--- config.mk ---
export PLATFORM = sky130hd
export DESIGN_NAME = sensor_frame_crc_check_convert_core_flat
export DESIGN_NICKNAME = d
export VERILOG_FILES = /design/src/rtl/core/sfcc_pkg.sv /design/src/rtl/core/sfcc_ifs.sv /design/src/rtl/core/sensor_frame_crc_check_convert_core.sv /design/src/flat_wrapper.sv
export VERILOG_INCLUDE_DIRS = /design/src /design/src/rtl/core
export SDC_FILE = /design/constraint.sdc
export NUM_CORES = 1
export LEC_CHECK = 0
export ABC_AREA = 1
export BUFFER_PORTS_ARGS = -buffer_cell sky130_fd_sc_hd__buf_2
export CAP_MARGIN = 15
export CORE_MARGIN = 8
export CORE_UTILIZATION = 35
export DETAILED_ROUTE_END_ITERATION = 12
export PLACE_DENSITY_LB_ADDON = 0.1
export SLEW_MARGIN = 0
export SYNTH_ARGS = -nofsm -noshare
export SYNTH_HDL_FRONTEND = slang
export SYNTH_SLANG_ARGS = --single-unit
--- constraint.sdc ---
create_clock -name clk -period 6.29 [get_ports clk]
set_input_delay 0.3145 -clock clk [delete_from_list [all_inputs] [get_ports clk]]
set_output_delay 0.3145 -clock clk [all_outputs]
set_load 0.02 [all_outputs]
--- src/rtl/core/sensor_frame_crc_check_convert_core_macros.svh ---
// assertion helpers, sampled on clk and held off during reset
`ifndef SENSOR_FRAME_CRC_CHECK_CONVERT_CORE_MACROS_SVH
`define SENSOR_FRAME_CRC_CHECK_CONVERT_CORE_MACROS_SVH

// same-cycle implication
`define SFCC_ASSERT_NOW(label, ante, cons, msg) \
    label: assert property (@(posedge clk) disable iff (!rst_n) (ante) |-> (cons)) \
        else $error(msg);

// next-cycle implication
`define SFCC_ASSERT_NEXT(label, ante, cons, msg) \
    label: assert property (@(posedge clk) disable iff (!rst_n) (ante) |=> (cons)) \
        else $error(msg);

`endif

--- src/rtl/core/sfcc_pkg.sv ---
package sfcc_pkg;

    localparam int DATA_W = 8;
    localparam int RAW_W  = 16;
    localparam int TEMP_W = 12;
    localparam int HUM_W  = 10;

    localparam logic [DATA_W-1:0] CRC_POLY = 8'h31;
    localparam logic [DATA_W-1:0] CRC_INIT = 8'hFF;

    localparam int FULL_SCALE         = 65535;
    localparam int TEMP_SPAN_TENTHS   = 1750;
    localparam int TEMP_OFFSET_TENTHS = 450;
    localparam int HUM_SPAN_TENTHS    = 1000;
    localparam int TEMP_OFFSET_SCALED = TEMP_OFFSET_TENTHS * FULL_SCALE;

    // raw temperature word that converts to zero tenths
    localparam logic [RAW_W-1:0] TEMP_RAW_ZERO = 16'd16852;

    typedef enum logic [1:0] {
        ST_OK        = 2'd0,
        ST_TEMP_FAIL = 2'd1,
        ST_HUM_FAIL  = 2'd2
    } status_t;

    function automatic logic [DATA_W-1:0] crc_byte(input logic [DATA_W-1:0] crc,
                                                   input logic [DATA_W-1:0] b);
        logic [DATA_W-1:0] c;
        c = crc ^ b;
        for (int k = 0; k < DATA_W; k++)
        begin
            if (c[DATA_W-1])
            begin
                c = {c[DATA_W-2:0], 1'b0} ^ CRC_POLY;
            end
            else
            begin
                c = {c[DATA_W-2:0], 1'b0};
            end
        end
        return c;
    endfunction

endpackage

--- src/rtl/core/sfcc_ifs.sv ---
interface sfcc_byte_if;
    logic                         valid;
    logic                         ready;
    logic [sfcc_pkg::DATA_W-1:0]  data_byte;
    logic                         frame_start;

    modport source (output valid, output data_byte, output frame_start, input ready);
    modport sink   (input valid, input data_byte, input frame_start, output ready);
endinterface

interface sfcc_reading_if;
    logic                               valid;
    logic                               ready;
    logic [1:0]                         status;
    logic signed [sfcc_pkg::TEMP_W-1:0] temperature_tenths;
    logic [sfcc_pkg::HUM_W-1:0]         humidity_tenths;

    modport source (output valid, output status, output temperature_tenths,
                    output humidity_tenths, input ready);
    modport sink   (input valid, input status, input temperature_tenths,
                    input humidity_tenths, output ready);
endinterface

--- src/rtl/core/sensor_frame_crc_check_convert_core.sv ---
// channel       dir  beat
// frame_bytes   in   one frame byte (data_byte, frame_start)
// readings      out  status, temperature_tenths, humidity_tenths, one per frame
//
// one byte is taken every cycle while frame_bytes.ready is high; the crc and frame state update at the byte beat
// a reading is built at the sixth byte and leaves through a 5-stage scaling pipe
// the pipe stages each hold one frame, so stalls on readings fill them before
// frame_bytes.ready drops
// rst_n clears position, failure flag, humidity word and stage valids; crc to CRC_INIT, held temp to TEMP_RAW_ZERO
`include "sensor_frame_crc_check_convert_core_macros.svh"

module sensor_frame_crc_check_convert_core (
    input  logic                  clk,
    input  logic                  rst_n,
    sfcc_byte_if.sink             frame_bytes,
    sfcc_reading_if.source        readings
);
    import sfcc_pkg::*;

    localparam logic [2:0] POS_T_HI  = 3'd0;
    localparam logic [2:0] POS_T_LO  = 3'd1;
    localparam logic [2:0] POS_T_CRC = 3'd2;
    localparam logic [2:0] POS_H_HI  = 3'd3;
    localparam logic [2:0] POS_H_LO  = 3'd4;
    localparam logic [2:0] POS_H_CRC = 3'd5;

    localparam int PROD_T_W = 27;
    localparam int PROD_H_W = 26;

    // frame state
    logic [2:0]        pos_reg;
    logic [DATA_W-1:0] crc_reg;
    logic [RAW_W-1:0]  raw_reg;
    logic              tfail_reg;
    logic [RAW_W-1:0]  traw_held_reg;
    logic [RAW_W-1:0]  hraw_held_reg;

    // pipe stages
    logic                     v1_reg, v2_reg, v3_reg, v4_reg, v5_reg;
    status_t                  st1_reg, st2_reg, st3_reg, st4_reg, st5_reg;
    logic [RAW_W-1:0]         tr1_reg, hr1_reg;
    logic signed [PROD_T_W:0] nt2_reg;
    logic [PROD_H_W-1:0]      nh2_reg, nh3_reg, nh4_reg;
    logic                     tneg3_reg, tneg4_reg;
    logic [PROD_T_W-1:0]      mt3_reg, mt4_reg;
    logic [TEMP_W-1:0]        qt4_reg;
    logic [HUM_W:0]           qh4_reg;
    logic signed [TEMP_W-1:0] temp5_reg;
    logic [HUM_W-1:0]         hum5_reg;

    logic en1, en2, en3, en4, en5;
    logic in_fire;
    logic [2:0] pos;
    logic [DATA_W-1:0] crc_base, crc_new;
    logic crc_match;
    logic fire_last;

    logic [PROD_T_W-1:0] prod_t;
    logic [PROD_H_W-1:0] prod_h;
    logic [PROD_T_W:0]   tsum;
    logic [PROD_H_W:0]   hsum;
    logic [TEMP_W-1:0]   tq_inc, tq;
    logic [PROD_T_W:0]   tbound;
    logic [HUM_W:0]      hq_inc, hq;
    logic [PROD_H_W:0]   hbound;

    assign en5 = !v5_reg || readings.ready;
    assign en4 = !v4_reg || en5;
    assign en3 = !v3_reg || en4;
    assign en2 = !v2_reg || en3;
    assign en1 = !v1_reg || en2;

    assign frame_bytes.ready = en1;
    assign in_fire = frame_bytes.valid && frame_bytes.ready;

    always_comb
    begin
        pos = frame_bytes.frame_start ? POS_T_HI : pos_reg;
        if (pos > POS_H_CRC)
        begin
            pos = POS_T_HI;
        end
    end

    assign crc_base  = (pos == POS_T_HI || pos == POS_H_HI) ? CRC_INIT : crc_reg;
    assign crc_new   = crc_byte(crc_base, frame_bytes.data_byte);
    assign crc_match = (crc_reg == frame_bytes.data_byte);
    assign fire_last = in_fire && (pos == POS_H_CRC);

    always_ff @(posedge clk or negedge rst_n)
    begin
        if (!rst_n)
        begin
            pos_reg       <= POS_T_HI;
            crc_reg       <= CRC_INIT;
            raw_reg       <= '0;
            tfail_reg     <= 1'b0;
            traw_held_reg <= TEMP_RAW_ZERO;
            hraw_held_reg <= '0;
        end
        else if (in_fire)
        begin
            unique case (pos)
                POS_T_HI, POS_H_HI:
                begin
                    crc_reg <= crc_new;
                    raw_reg <= {{(RAW_W-DATA_W){1'b0}}, frame_bytes.data_byte};
                    pos_reg <= pos + 3'd1;
                end
                POS_T_LO, POS_H_LO:
                begin
                    crc_reg <= crc_new;
                    raw_reg <= {raw_reg[DATA_W-1:0], frame_bytes.data_byte};
                    pos_reg <= pos + 3'd1;
                end
                POS_T_CRC:
                begin
                    if (crc_match)
                    begin
                        tfail_reg     <= 1'b0;
                        traw_held_reg <= raw_reg;
                    end
                    else
                    begin
                        tfail_reg <= 1'b1;
                    end
                    crc_reg <= CRC_INIT;
                    pos_reg <= POS_H_HI;
                end
                default:
                begin
                    if (!tfail_reg && crc_match)
                    begin
                        hraw_held_reg <= raw_reg;
                    end
                    crc_reg <= CRC_INIT;
                    pos_reg <= POS_T_HI;
                end
            endcase
        end
    end

    // pipe valids
    always_ff @(posedge clk or negedge rst_n)
    begin
        if (!rst_n)
        begin
            v1_reg <= 1'b0;
            v2_reg <= 1'b0;
            v3_reg <= 1'b0;
            v4_reg <= 1'b0;
            v5_reg <= 1'b0;
        end
        else
        begin
            if (en1) v1_reg <= fire_last;
            if (en2) v2_reg <= v1_reg;
            if (en3) v3_reg <= v2_reg;
            if (en4) v4_reg <= v3_reg;
            if (en5) v5_reg <= v4_reg;
        end
    end

    assign prod_t = PROD_T_W'(tr1_reg) * PROD_T_W'(TEMP_SPAN_TENTHS);
    assign prod_h = PROD_H_W'(hr1_reg) * PROD_H_W'(HUM_SPAN_TENTHS);

    // divide by full scale: estimate from (m + m/2^16)/2^16, then one correction
    assign tsum = (PROD_T_W+1)'(mt3_reg) + (PROD_T_W+1)'(mt3_reg[PROD_T_W-1:16]);
    assign hsum = (PROD_H_W+1)'(nh3_reg) + (PROD_H_W+1)'(nh3_reg[PROD_H_W-1:16]);

    assign tq_inc = qt4_reg + TEMP_W'(1);
    assign tbound = {tq_inc, 16'b0} - (PROD_T_W+1)'(tq_inc);
    assign tq     = ((PROD_T_W+1)'(mt4_reg) >= tbound) ? tq_inc : qt4_reg;

    assign hq_inc = qh4_reg + (HUM_W+1)'(1);
    assign hbound = {hq_inc, 16'b0} - (PROD_H_W+1)'(hq_inc);
    assign hq     = ((PROD_H_W+1)'(nh4_reg) >= hbound) ? hq_inc : qh4_reg;

    // pipe payload
    always_ff @(posedge clk)
    begin
        if (en1 && fire_last)
        begin
            if (tfail_reg)
            begin
                st1_reg <= ST_TEMP_FAIL;
                hr1_reg <= hraw_held_reg;
            end
            else if (crc_match)
            begin
                st1_reg <= ST_OK;
                hr1_reg <= raw_reg;
            end
            else
            begin
                st1_reg <= ST_HUM_FAIL;
                hr1_reg <= hraw_held_reg;
            end
            tr1_reg <= traw_held_reg;
        end
        if (en2 && v1_reg)
        begin
            st2_reg <= st1_reg;
            nt2_reg <= $signed({1'b0, prod_t}) - $signed((PROD_T_W+1)'(TEMP_OFFSET_SCALED));
            nh2_reg <= prod_h;
        end
        if (en3 && v2_reg)
        begin
            st3_reg   <= st2_reg;
            tneg3_reg <= nt2_reg[PROD_T_W];
            mt3_reg   <= nt2_reg[PROD_T_W] ? PROD_T_W'(-nt2_reg) : nt2_reg[PROD_T_W-1:0];
            nh3_reg   <= nh2_reg;
        end
        if (en4 && v3_reg)
        begin
            st4_reg   <= st3_reg;
            tneg4_reg <= tneg3_reg;
            mt4_reg   <= mt3_reg;
            qt4_reg   <= tsum[PROD_T_W:16];
            nh4_reg   <= nh3_reg;
            qh4_reg   <= hsum[PROD_H_W:16];
        end
        if (en5 && v4_reg)
        begin
            st5_reg   <= st4_reg;
            temp5_reg <= tneg4_reg ? -$signed(tq) : $signed(tq);
            hum5_reg  <= hq[HUM_W-1:0];
        end
    end

    assign readings.valid              = v5_reg;
    assign readings.status             = st5_reg;
    assign readings.temperature_tenths = temp5_reg;
    assign readings.humidity_tenths    = hum5_reg;

    `SFCC_ASSERT_NOW(a_pos_range, 1'b1, pos_reg <= POS_H_CRC, "frame position out of range")
    `SFCC_ASSERT_NOW(a_crc_fresh, pos_reg == POS_T_HI || pos_reg == POS_H_HI,
        crc_reg == CRC_INIT, "crc not restarted at word start")
    `SFCC_ASSERT_NEXT(a_last_enters_pipe, fire_last, v1_reg, "sixth byte did not enter pipe")
    `SFCC_ASSERT_NOW(a_hum_range, v5_reg, hum5_reg <= HUM_W'(HUM_SPAN_TENTHS),
        "humidity above full scale")
    `SFCC_ASSERT_NOW(a_temp_range, v5_reg,
        temp5_reg >= -12'sd450 && temp5_reg <= 12'sd1300, "temperature out of range")

endmodule
--- src/flat_wrapper.sv ---
// flat-port wrapper written by rule: the top's interface ports become plain ports
module sensor_frame_crc_check_convert_core_flat import sfcc_pkg::*;
  (clk, rst_n, frame_bytes_valid, frame_bytes_data_byte, frame_bytes_frame_start, frame_bytes_ready, readings_valid, readings_status, readings_temperature_tenths, readings_humidity_tenths, readings_ready);
  sfcc_byte_if frame_bytes_i ();
  sfcc_reading_if readings_i ();
  input  logic clk;
  input  logic rst_n;
  input wire logic [$bits(frame_bytes_i.valid)-1:0] frame_bytes_valid;
  input wire logic [$bits(frame_bytes_i.data_byte)-1:0] frame_bytes_data_byte;
  input wire logic [$bits(frame_bytes_i.frame_start)-1:0] frame_bytes_frame_start;
  output wire logic [$bits(frame_bytes_i.ready)-1:0] frame_bytes_ready;
  output wire logic [$bits(readings_i.valid)-1:0] readings_valid;
  output wire logic [$bits(readings_i.status)-1:0] readings_status;
  output wire logic [$bits(readings_i.temperature_tenths)-1:0] readings_temperature_tenths;
  output wire logic [$bits(readings_i.humidity_tenths)-1:0] readings_humidity_tenths;
  input wire logic [$bits(readings_i.ready)-1:0] readings_ready;
  assign frame_bytes_i.valid = frame_bytes_valid;
  assign frame_bytes_i.data_byte = frame_bytes_data_byte;
  assign frame_bytes_i.frame_start = frame_bytes_frame_start;
  assign frame_bytes_ready = frame_bytes_i.ready;
  assign readings_valid = readings_i.valid;
  assign readings_status = readings_i.status;
  assign readings_temperature_tenths = readings_i.temperature_tenths;
  assign readings_humidity_tenths = readings_i.humidity_tenths;
  assign readings_i.ready = readings_ready;
  sensor_frame_crc_check_convert_core u_core (.clk(clk), .rst_n(rst_n), .frame_bytes(frame_bytes_i), .readings(readings_i));
endmodule
Word-level counts from Yosys, hierarchy flattened
Index checks and enable logic that the tools add are counted.
{"block": "totals", "register_bits": 305, "word_cells": 113}
{"block": "classes", "n_bitwise": 10, "n_lt_le_gt_ge": 3, "muxes": 22, "add_sub_neg": 10, "n_eq_ne": 6, "mul": 2, "n_reduce_logical": 30}
{"cell": "$mux W6", "count": 8}
{"cell": "$mux W16", "count": 2}
{"cell": "$pmux W16 S2", "count": 1}
{"cell": "$add A27 B11 Y28", "count": 1}
{"cell": "$ge A27 B28 Y1", "count": 1}
{"cell": "$sub A27 B25 Y28 const B", "count": 1}
{"cell": "$sub A28 B12 Y28", "count": 1}
{"cell": "$add A26 B10 Y27", "count": 1}
{"cell": "$ge A26 B27 Y1", "count": 1}
{"cell": "$mux W27", "count": 1}
{"cell": "$neg A27 Y27", "count": 1}
{"cell": "$sub A27 B11 Y27", "count": 1}
{"cell": "$mul A16 B10 Y26 const B", "count": 1}
{"cell": "$mux W12", "count": 2}
{"cell": "$not A3 Y3", "count": 8}
{"cell": "$mul A16 B7 Y23 const B", "count": 1}
{"cell": "$mux W8", "count": 2}
{"cell": "$add A12 B1 Y12 const B", "count": 1}
{"cell": "$neg A12 Y12", "count": 1}
{"cell": "$add A11 B1 Y11 const B", "count": 1}
{"cell": "$mux W10", "count": 1}
{"cell": "$eq A8 B8 Y1", "count": 1}
{"cell": "$logic_and A1 B1 Y1", "count": 8}
{"cell": "$xor A8 B8 Y8", "count": 1}
{"cell": "19 further kinds", "count": 35}

Longest topological paths before layout
Gate-level depths: netlist of the first run.
{"block": "logic_depth", "ltp_word": 24, "mapped_depth": 44, "depth_no_buf": 43}

Least setup slack after synthesis of the first run
Ideal clock, no wire load.
{"block": "synth_timing", "path_kind": "register -> register", "from": "register u_core.tr1_reg[1]", "to": "register u_core.nt2_reg[23], data pin", "arrival_ns": 5.159, "path_buffers": 0, "required_time_ns": 6.029, "slack_ns": 0.869, "period_less_slack_ns": 5.421, "path_stages_with_launch": 26, "cell_sequence": "edfxtp_1 > ha_1 > or2_2 > nand2_1 > inv_1 > ha_1 > or2_2 > fa_1 > fa_1 > inv_1 > fa_1 > inv_1 > ha_1 > nand2_1 > nor4_1 > nand2_1 > nand2_1 > a21boi_1 > o21ai_1 > xor2_1 > inv_2 > nand3_1 > nor2_1 > nand2_1 > nand2_1 > xnor2_1"}
{"block": "synth_via", "elab_chain_cells": 2}
{"element": "start, declared", "line": "sensor_frame_crc_check_convert_core.sv:41", "text": "logic [RAW_W-1:0] tr1_reg, hr1_reg;"}
{"element": "start signal, assigned", "line": "sensor_frame_crc_check_convert_core.sv:199", "text": "tr1_reg <= traw_held_reg;"}
{"element": "$mul A16 B10 Y26", "line": "sensor_frame_crc_check_convert_core.sv:164", "text": "assign prod_t = PROD_T_W'(tr1_reg) * PROD_T_W'(TEMP_SPAN_TENTHS);"}
{"element": "$sub A27 B25 Y28", "line": "sensor_frame_crc_check_convert_core.sv:204", "text": "nt2_reg <= $signed({1'b0, prod_t}) - $signed((PROD_T_W+1)'(TEMP_OFFSET_SCALED));"}
{"element": "end signal, assigned", "line": "sensor_frame_crc_check_convert_core.sv:204"}
{"element": "end, declared", "line": "sensor_frame_crc_check_convert_core.sv:42", "text": "logic signed [PROD_T_W:0] nt2_reg;"}
No other way between the ends.
A chain may end at the register's enable or synchronous reset.

Worst setup path in the final report of the first run
Same ends and word-level chain as after synthesis.

==> flow_summary_export.csv, run 1 <==
group,metric,value,unit
status,status,"finished clean",
power,p_int,3.78,mW
min_path,whs_path_depth,3,
cts,ctsLongestPathBuffers,3,
yosys,dominantRegCellSynth,"edfxtp_1",
grt,grt_pass1_wl,71700,µm
route,vias,13800,
min_path,hold_class,"input port to flop",
route,drc_errors,0,
critical_path,path_depth,25,
timing,finalSetupTns,0,ns
power,combPwrFrac,9.6,%
cts,clk_latency,0.57,ns
finish,fin_area,0.0233,mm²
yosys,yosysUniqueCellTypes,52,
finish,layout-drive-gt1-share,7.70,%
cts,cts_tree,"built",
finish,layout.cells.non_filler,2969,
critical_path,start_kind,"flop",
route,ant_nets,0,
timing,worst_pin_slew,1.06,ns
yosys,synthArstFlopShare,21.5,%
yosys,avgSynthCellArea,9.93,µm²
grt,antenna_found_initial,1,
power,switching_power,1.21,mW
critical_path,crit_fanout,6,
cts,cts_max_level,2,
yosys,synth_fp_nets,2434,
cts,cts_root_buf,"clkbuf_16",
placement,hpwl,34700,µm
critical_path,reg2reg_slack,0.38,ns
timing,slew_headroom,29.0,%
power,seq_power_share,45.3,%
cts,clkSinkCount,302,
critical_path,critPathArrivalTime,6.20,ns
critical_path,r2r_cells,25,
critical_path,crit_required,6.59,ns
critical_path,cpPeakStageDelay,0.54,ns
yosys,ys_warn_count,0,
timing,min_period,5.91,ns
timing,max_freq,169,MHz
power,p_per_area,214,mW/mm²
placement,preCtsSetupSlack,0.294,ns
yosys,netlist_instances,2092,
finish,layout_commonest_cell,"nand2_1",
yosys,synth_adder_area_share,23.7,%
route,drt_iter0_drc,471,
placement,port_buffers,38,
floorplan,die_area,0.0674,mm²
critical_path,criticalPathCategory,"flop to flop",
grt,grt_use_total,13.0,%
route,viasPerCell,4.64,
critical_path,critical_path.most_common_cell,"nand2_1",
critical_path,critPathTopFamily,"adder cells",
timing,setup_viol,0,
route,wl_per_cell,14.7,µm
floorplan,ios,39,
yosys,synth-seq-area-share,42.2,%
power,power_frac_clock,45.2,%
critical_path,endpoint_kind,"flop",
floorplan,fp.coreArea,0.0589,mm²
finish,num_antenna_cells,0,
placement,placed_cells,2893,
yosys,synth_top_family_by_area,"adder cells",
yosys,synth_compound_area_share,7.45,%
yosys,muxShareOfSynthArea,0.0482,%
yosys,synth_xor_area_share,6.54,%
yosys,synth-edff-count,237,
route,routed_wirelength,43600,µm
finish,areaGrowthSynthToFinish,12.3,%
power,cellLeakagePower,10.9,nW
critical_path,slowest_stage,"fa_1",
finish,nNetsFinal,2511,
floorplan,die_y,260,µm
yosys,synthSimpleGateAreaFrac,13.6,%
yosys,syn_area,0.0208,mm²
power,swShare,24.3,%
power,vdd_drop_max,0.207,mV
floorplan,rows,89,
timing,drv_slew,0,
job,max-cap-violations,0,
floorplan,start_util,35.3,%
placement,gp_congestion,0.812,
cts,cts.reportedPaths.clkPinSlew,0.06,ns
route,dr.pass1.iters,5,
cts,cts_buffers,38,
finish,largest_reg_flops,27,
yosys,ys_ff_latch,302,
critical_path,crit_buf_inv,4,
grt,grt_pass1_vias,14000,
floorplan,die_x,260,µm
placement,placed_cell_area,0.0219,mm²
timing,hold_violations,0,
timing,period_share,94.0,%
finish,final_cell_mix,"nand2_1 (386), inv_1 (328), edfxtp_1 (237), ha_1 (222), nor2_1 (136)",
timing,skew,0.0212,ns
grt,grt_overflow,0,
timing,worst_slack,0.380,ns
grt,grt_max_degree,66,
==> tightest hold or removal path, stage by stage <==
cell and delay, ns:
buf_2 0.12, nand2_1 0.06, o21ai_0 0.06
==> power by group through the flow <==
stage	Sequential [mW]	Combinational, mW	Clock, mW
after global placement	2.30	0.472	0
after CTS	2.26	0.485	2.33
final	2.26	0.478	2.26
after floorplan	2.29	0.360	0
after global routing	2.27	0.540	2.40
after detailed placement	2.30	0.481	0
==> per-layer routing <==
metal / vias to the layer above / wire length, µm / GRT usage (%)
li1: 7091 / - / -
met1: 6479 / 20600 / 16.7
met2: 137 / 21000 / 22.6
met3: 55 / 1280 / 2.25
met4: 0 / 746 / 2.87
met5: - / 0 / 0
==> cells in the mapped netlist (3+ instances only) <==
cell type / number / area [µm²]
o21ai_2: 3 / 26.3
nor2_4: 3 / 33.8
inv_2: 9 / 33.8
nand2_1: 386 / 1450
o31ai_1: 4 / 30.0
xor2_1: 109 / 955
clkbuf_1: 17 / 63.8
xnor2_1: 43 / 377
nor2_1: 138 / 518
a211oi_1: 3 / 22.5
o21ai_0: 106 / 531
o21ai_1: 24 / 120
dfrtp_1: 51 / 1280
o22ai_1: 15 / 93.8
a21o_1: 12 / 90.1
nor4_1: 11 / 68.8
or2_2: 6 / 37.5
dfstp_2: 14 / 368
o21bai_1: 6 / 45.0
edfxtp_1: 237 / 7120
fa_1: 107 / 2140
a21boi_0: 3 / 22.5
nor3_1: 32 / 160
inv_1: 330 / 1240
a21oi_1: 80 / 400
o21a_1: 4 / 30.0
nand3_1: 53 / 265
ha_1: 222 / 2780
nand4_1: 22 / 138
a31oi_1: 3 / 18.8
o221ai_1: 3 / 26.3
nand2_4: 3 / 33.8
nand2_2: 5 / 31.3
nor3b_1: 3 / 22.5
==> logic make-up after synthesis <==
group	count (synthesis)
AO/OA/AOI/OAI	277
multiplexers	1
flip-flops	302
buffers and inverters	359
adder cells (fa/ha/maj)	329
XOR/XNOR	153
AND/OR/NAND/NOR	671
==> layout make-up <==
class | instances | area (µm²)
clock buffers | 43 | 990
clock inverters | 24 | 317
fillers | 5779 | 35600
inverters | 339 | 1270
multi-input cells | 1431 | 10700
flip-flops and latches | 302 | 8760
well taps | 773 | 967
repair buffers | 57 | 343
==> through the flow <==
| stage | hold WS [ns] | utilization [%] | power, mW |
|---|---|---|---|
| 2_1_floorplan | 0.0189 | - | 2.65 |
| 3_3_place_gp | 0.406 | 37.3 | 2.77 |
| 3_5_place_dp | 0.407 | 37.3 | 2.78 |
| 4_1_cts | 0.00729 | 39.5 | 5.08 |
| 5_1_grt | 0.0259 | 39.6 | 5.21 |
| 6_report | 0.0359 | 39.6 | 4.99 |
==> worst paths after layout <==
check / startpoint / endpoint
max in group asynchronous: rst_n / u_core.raw_reg[9]$_DFFE_PN0P_
worst min register to register: u_core.nh2_reg[8]$_DFFE_PP_ / u_core.nh3_reg[8]$_DFFE_PP_
worst max-delay path: u_core.tr1_reg[1]$_DFFE_PP_ / u_core.nt2_reg[23]$_DFFE_PP_
min in group asynchronous: rst_n / u_core.pos_reg[2]$_DFFE_PN0P_
worst max register to register: u_core.tr1_reg[1]$_DFFE_PP_ / u_core.nt2_reg[23]$_DFFE_PP_
worst min-delay path: frame_bytes_data_byte[1] / u_core.raw_reg[1]$_DFFE_PN0P_
==> repair_timing <==
item                       in CTS  in global routing
buffers inserted                0                  5
resized for setup               0                  3
hold buffers                    4                  0
hold endpoints to repair       54                  0
setup endpoints to repair       0                  5
No activity file was read; power rests on OpenSTA's default activity.
==> inputs of run 2 (changes only) <==
--- a/config.mk
+++ b/config.mk
@@ -12,7 +12,6 @@
 export CORE_MARGIN = 8
 export CORE_UTILIZATION = 35
 export DETAILED_ROUTE_END_ITERATION = 12
-export PLACE_DENSITY_LB_ADDON = 0.1
 export SLEW_MARGIN = 0
 export SYNTH_ARGS = -nofsm -noshare
 export SYNTH_HDL_FRONTEND = slang
==> flow_summary_export.csv, run 2 (synthesized netlist as in run 1, its figures left out) <==
group,metric,value,unit
timing,setup_viol,0,
finish,layout-drive-gt1-share,7.37,%
cts,cts_tree,"built",
critical_path,critPathArrivalTime,6.14,ns
route,drc_errors,0,
grt,grt_pass1_wl,68200,µm
finish,final_core_util,39.2,%
timing,min_period,5.84,ns
grt,grt_overflow,0,
timing,max_freq,171,MHz
job,max-cap-violations,0,
finish,layout_commonest_cell,"nand2_1",
floorplan,start_util,35.3,%
floorplan,die_y,260,µm
timing,drv_slew,0,
finish,fin_area,0.0231,mm²
power,vdd_drop_max,0.332,mV
grt,grt_max_degree,66,
route,drt_iter0_drc,605,
route,vias,13900,
cts,clk_latency,0.55,ns
placement,gp_congestion,0.890,
timing,slew_headroom,32.6,%
route,dr.pass1.iters,5,
status,status,"finished clean",
critical_path,start_kind,"flop",
cts,cts_buffers,34,
critical_path,crit_fanout,5,
grt,grt_use_total,12.1,%
critical_path,crit_required,6.59,ns
floorplan,die_area,0.0674,mm²
route,viasPerCell,4.70,
finish,layout.cells.non_filler,2957,
power,p_per_area,203,mW/mm²
route,wl_per_cell,13.7,µm
critical_path,regToRegEndpoint,"u_core.nt2_reg[24]$_DFFE_PP_",
critical_path,reg2reg_slack,0.45,ns
cts,cts_root_buf,"clkbuf_16",
min_path,hold_class,"input port to flop",
timing,worst_pin_slew,1.01,ns
critical_path,r2r_start,"u_core.tr1_reg[1]$_DFFE_PP_",
finish,largest_reg_flops,27,
cts,cts.reportedPaths.clkPinSlew,0.06,ns
timing,period_share,92.9,%
finish,areaGrowthSynthToFinish,11.2,%
timing,skew,0.0297,ns
cts,ctsLongestPathBuffers,3,
placement,preCtsSetupSlack,0.296,ns
timing,worst_slack,0.445,ns
finish,nNetsFinal,2501,
route,ant_nets,0,
critical_path,r2r_cells,25,
route,routed_wirelength,40400,µm
power,cellLeakagePower,10.8,nW
grt,antenna_found_initial,1,
critical_path,endpoint_kind,"flop",
placement,placed_cell_area,0.0219,mm²
placement,hpwl,32500,µm
floorplan,die_x,260,µm
placement,placed_cells,2890,
floorplan,ios,39,
floorplan,fp.coreArea,0.0589,mm²
cts,cts_max_level,2,
floorplan,rows,89,
finish,num_antenna_cells,0,
grt,grt_pass1_vias,13800,
critical_path,cp-endpoint,"u_core.nt2_reg[24]$_DFFE_PP_",
timing,hold_violations,0,
power,total_power,4.68,mW
cts,clkSinkCount,302,
critical_path,criticalPathCategory,"flop to flop",
critical_path,cp-startpoint,"u_core.tr1_reg[1]$_DFFE_PP_",
finish,final_cell_mix,"nand2_1 (385), inv_1 (328), edfxtp_1 (237), ha_1 (222), nor2_1 (136)",
placement,port_buffers,38,
## run 2: cell types whose count changed in the layout (fill, tap and decap cells not counted), sizes merged
cell         previous run  this run
clkinv                 16         7
bufinv                  6         2
clkinvlp                0         4
buf                    53        50
dlygate4sd3             4         1
clkbuf                 43        45
inv                   341       342
## run 2: how the worst min path moves through the flow
stage	startpoint	to	slack, ns	cells past startpoint
after floorplan	rst_n	u_core.hraw_held_reg[0]$_DFFE_PN0P_	0.02	0
after global placement	u_core.nh2_reg[21]$_DFFE_PP_	u_core.nh3_reg[21]$_DFFE_PP_	0.41	0
after detailed placement	u_core.nh2_reg[14]$_DFFE_PP_	u_core.nh3_reg[14]$_DFFE_PP_	0.40	0
after CTS	frame_bytes_data_byte[2]	u_core.raw_reg[2]$_DFFE_PN0P_	0.007	3
after global routing	frame_bytes_data_byte[5]	u_core.raw_reg[5]$_DFFE_PN0P_	0.04	3
final	frame_bytes_data_byte[2]	u_core.raw_reg[2]$_DFFE_PN0P_	0.04	3
## run 2: area by class of cell
type,count,area (µm²)
timing repair buffer,51,298
tap,773,967
clock buffer,45,933
inverter,339,1270
multi-input combinational,1431,10700
sequential,302,8760
clock inverter,16,164
fill,5655,35800
## run 2: what timing repair did
action                     CTS  global route
setup endpoints to repair    0             6
hold buffers                 1             0
resized for setup            0             5
hold endpoints to repair    13             0
setup buffers                0             4
## run 2: worst max-delay path, cell delays in order (launching register included)
cell and delay (ns):
edfxtp_1 0.45, ha_1 0.38, or2_2 0.30, nand2_1 0.15, inv_1 0.07, ha_1 0.17, or2_2 0.30, fa_1 0.49
fa_1 0.54, inv_1 0.05, fa_1 0.49, inv_1 0.04, ha_1 0.35, nand2_1 0.17, o21ai_0 0.12, a21oi_1 0.20
nand2_1 0.13, a21boi_2 0.20, xnor2_1 0.14, inv_1 0.10, nor2_1 0.13, nand4_1 0.19, o21ai_2 0.23, nand2_1 0.08
nand2_1 0.06, nand2_1 0.05
## run 2: through the flow
step / setup TNS, ns / hold slack (ns)
global placement: 0 / 0.407
floorplan: 0 / 0.0189
global route: -0.00806 / 0.0404
detailed placement: 0 / 0.405
finish: 0 / 0.0429
CTS: 0 / 0.00726
## run 2: layer usage
metal | GRT usage (%) | vias up | routed length (µm)
li1 | - | 7062 | -
met4 | 2.77 | 0 | 791
met3 | 2.19 | 58 | 1560
met2 | 20.8 | 222 | 19500
met5 | 0 | - | 0
met1 | 15.7 | 6554 | 18600
## run 2: report_power, final
| group | internal [mW] | total (mW) | switching, mW |
|---|---|---|---|
| logic | 0.165 | 0.481 | 0.316 |
| registers | 2.23 | 2.26 | 0.0326 |
| clock network | 1.14 | 1.94 | 0.802 |
| total | 3.53 | 4.68 | 1.15 |
==> inputs of run 3 (changes only) <==
--- a/config.mk
+++ b/config.mk
@@ -12,6 +12,7 @@
 export CORE_MARGIN = 8
 export CORE_UTILIZATION = 35
 export DETAILED_ROUTE_END_ITERATION = 12
+export RECOVER_POWER = 100
 export SLEW_MARGIN = 0
 export SYNTH_ARGS = -nofsm -noshare
 export SYNTH_HDL_FRONTEND = slang
==> flow_summary_export.csv, run 3 (synthesized netlist as in run 1, its figures left out) <==
group,metric,value,unit
route,routed_wirelength,40500,µm
critical_path,crit_fanout,5,
grt,antenna_found_initial,1,
route,ant_nets,0,
route,viasPerCell,4.69,
cts,cts_tree,"built",
cts,ctsLongestPathBuffers,3,
timing,drv_slew,185,
floorplan,fp.coreArea,0.0589,mm²
route,drt_iter0_drc,643,
timing,worst_pin_slew,3.63,ns
timing,skew,0.0292,ns
power,switching_power,1.15,mW
grt,grt_max_degree,66,
grt,grt_overflow,0,
critical_path,endpoint_kind,"flop",
placement,placed_cells,2890,
finish,areaGrowthSynthToFinish,10.8,%
critical_path,start_kind,"flop",
critical_path,critPathArrivalTime,6.17,ns
power,p_per_area,203,mW/mm²
floorplan,die_y,260,µm
min_path,min_to,"u_core.raw_reg[2]$_DFFE_PN0P_",
finish,layout-drive-gt1-share,5.59,%
cts,cts_buffers,34,
critical_path,r2r_cells,25,
critical_path,regToRegEndpoint,"u_core.nt2_reg[24]$_DFFE_PP_",
critical_path,crit_required,6.59,ns
critical_path,r2r_start,"u_core.tr1_reg[1]$_DFFE_PP_",
timing,slew_headroom,-142,%
floorplan,ios,39,
finish,final_core_util,39.1,%
finish,num_antenna_cells,0,
cts,clk_latency,0.55,ns
cts,clkSinkCount,302,
finish,nNetsFinal,2501,
cts,cts_root_buf,"clkbuf_16",
status,status,"finished with violations",
power,seq_power_share,48.3,%
placement,port_buffers,38,
floorplan,die_x,260,µm
placement,gp_congestion,0.890,
timing,hold_violations,0,
timing,setup_viol,0,
min_path,hold_path_startpoint,"frame_bytes_data_byte[2]",
floorplan,rows,89,
grt,grt_pass1_wl,68200,µm
grt,grt_pass1_vias,13800,
power,p_int,3.53,mW
min_path,hold_class,"input port to flop",
finish,final_cell_mix,"nand2_1 (385), inv_1 (330), edfxtp_1 (237), ha_1 (222), nor2_1 (138)",
cts,cts.reportedPaths.clkPinSlew,0.06,ns
finish,layout_commonest_cell,"nand2_1",
route,drc_errors,0,
route,wl_per_cell,13.7,µm
min_path,whs_path_depth,3,
power,vdd_drop_max,0.332,mV
cts,cts_max_level,2,
route,dr.pass1.iters,6,
critical_path,criticalPathCategory,"flop to flop",
status,violations,"capacitance limit, slew limit",
floorplan,die_area,0.0674,mm²
power,cellLeakagePower,10.7,nW
timing,period_share,93.4,%
route,vias,13900,
finish,layout.cells.non_filler,2957,
timing,max_freq,170,MHz
timing,finalSetupTns,0,ns
grt,grt_use_total,12.1,%
power,combPwrFrac,10.2,%
floorplan,start_util,35.3,%
timing,min_period,5.87,ns
power,total_power,4.68,mW
power,power_frac_clock,41.5,%
power,swShare,24.6,%
critical_path,reg2reg_slack,0.42,ns
finish,largest_reg_flops,27,
job,max-cap-violations,4,
placement,hpwl,32500,µm
## run 3: changes by cell type in the layout (fill, tap and decap cells not counted)
cell,previous run,this run
clkbuf_1,8,38
buf_2,38,13
dfstp_1,0,5
dfstp_2,14,9
buf_4,11,7
inv_1,328,330
inv_2,11,9
nor2_1,136,138
buf_8,1,0
nor2_2,2,1
nor2_4,4,3
## run 3: layer usage
| metal | global-route usage, % | share of wire (%) | wire length, µm |
|---|---|---|---|
| met4 | 2.77 | 2.0 | 791 |
| met5 | 0 | 0 | 0 |
| met2 | 20.8 | 48 | 19500 |
| met1 | 15.7 | 46 | 18700 |
| met3 | 2.19 | 3.6 | 1450 |
## run 3: worst max path at each step
| stage | startpoint | endpoint | slack [ns] | depth (start not counted) |
|---|---|---|---|---|
| finish | u_core.tr1_reg[1]$_DFFE_PP_ | u_core.nt2_reg[24]$_DFFE_PP_ | 0.42 | 25 |
| global route | u_core.tr1_reg[1]$_DFFE_PP_ | u_core.nt2_reg[24]$_DFFE_PP_ | -0.008 | 25 |
| CTS | u_core.tr1_reg[1]$_DFFE_PP_ | u_core.nt2_reg[23]$_DFFE_PP_ | 0.31 | 25 |
| detailed placement | u_core.tr1_reg[1]$_DFFE_PP_ | u_core.nt2_reg[23]$_DFFE_PP_ | 0.30 | 25 |
| global placement | u_core.tr1_reg[1]$_DFFE_PP_ | u_core.nt2_reg[24]$_DFFE_PP_ | 0.44 | 25 |
| floorplan | u_core.tr1_reg[1]$_DFFE_PP_ | u_core.nt2_reg[23]$_DFFE_PP_ | 0.87 | 25 |
## run 3: power by group through the flow
stage / combinational [mW] / clock (mW) / sequential (mW)
2_1_floorplan: 0.360 / 0 / 2.29
3_3_place_gp: 0.465 / 0 / 2.30
3_5_place_dp: 0.477 / 0 / 2.30
4_1_cts: 0.482 / 2.00 / 2.26
5_1_grt: 0.554 / 2.08 / 2.27
6_report: 0.479 / 1.94 / 2.26
## run 3: repair_timing
| action | in CTS | in global routing |
|---|---|---|
| hold buffers | 1 | 0 |
| endpoints found under the setup margin | 0 | 6 |
| buffers inserted | 0 | 4 |
| resized for setup | 0 | 5 |
| hold endpoints to repair | 13 | 0 |
## run 3: critical path, cell delays in order (launching register included)
cell and delay (ns):
edfxtp_1 0.45, ha_1 0.38, or2_2 0.30, nand2_1 0.15, inv_1 0.07, ha_1 0.17, or2_2 0.30, fa_1 0.49
fa_1 0.54, inv_1 0.05, fa_1 0.49, inv_1 0.04, ha_1 0.36, nand2_1 0.17, o21ai_0 0.12, a21oi_1 0.20
nand2_1 0.13, a21boi_2 0.20, xnor2_1 0.14, inv_1 0.10, nor2_1 0.14, nand4_1 0.20, o21ai_2 0.23, nand2_1 0.07
nand2_1 0.06, nand2_1 0.05
## run 3: final cells by class
class,instances,area [µm²]
Fill cell,5669,35900
Multi-Input combinational cell,1431,10700
Sequential cell,302,8760
Inverter,339,1270
Tap cell,773,967
Clock buffer,45,933
Timing Repair Buffer,51,240
Clock inverter,16,164
## run 3: through the flow
stage | instance area [µm²] | setup WS (ns) | hold WS, ns
final | 23000 | 0.418 | 0.0425
after global routing | 23000 | -0.00806 | 0.0404
after CTS | 23000 | 0.310 | 0.00726
after detailed placement | 21900 | 0.296 | 0.405
after global placement | 21900 | 0.435 | 0.407
after floorplan | 20800 | 0.869 | 0.0189
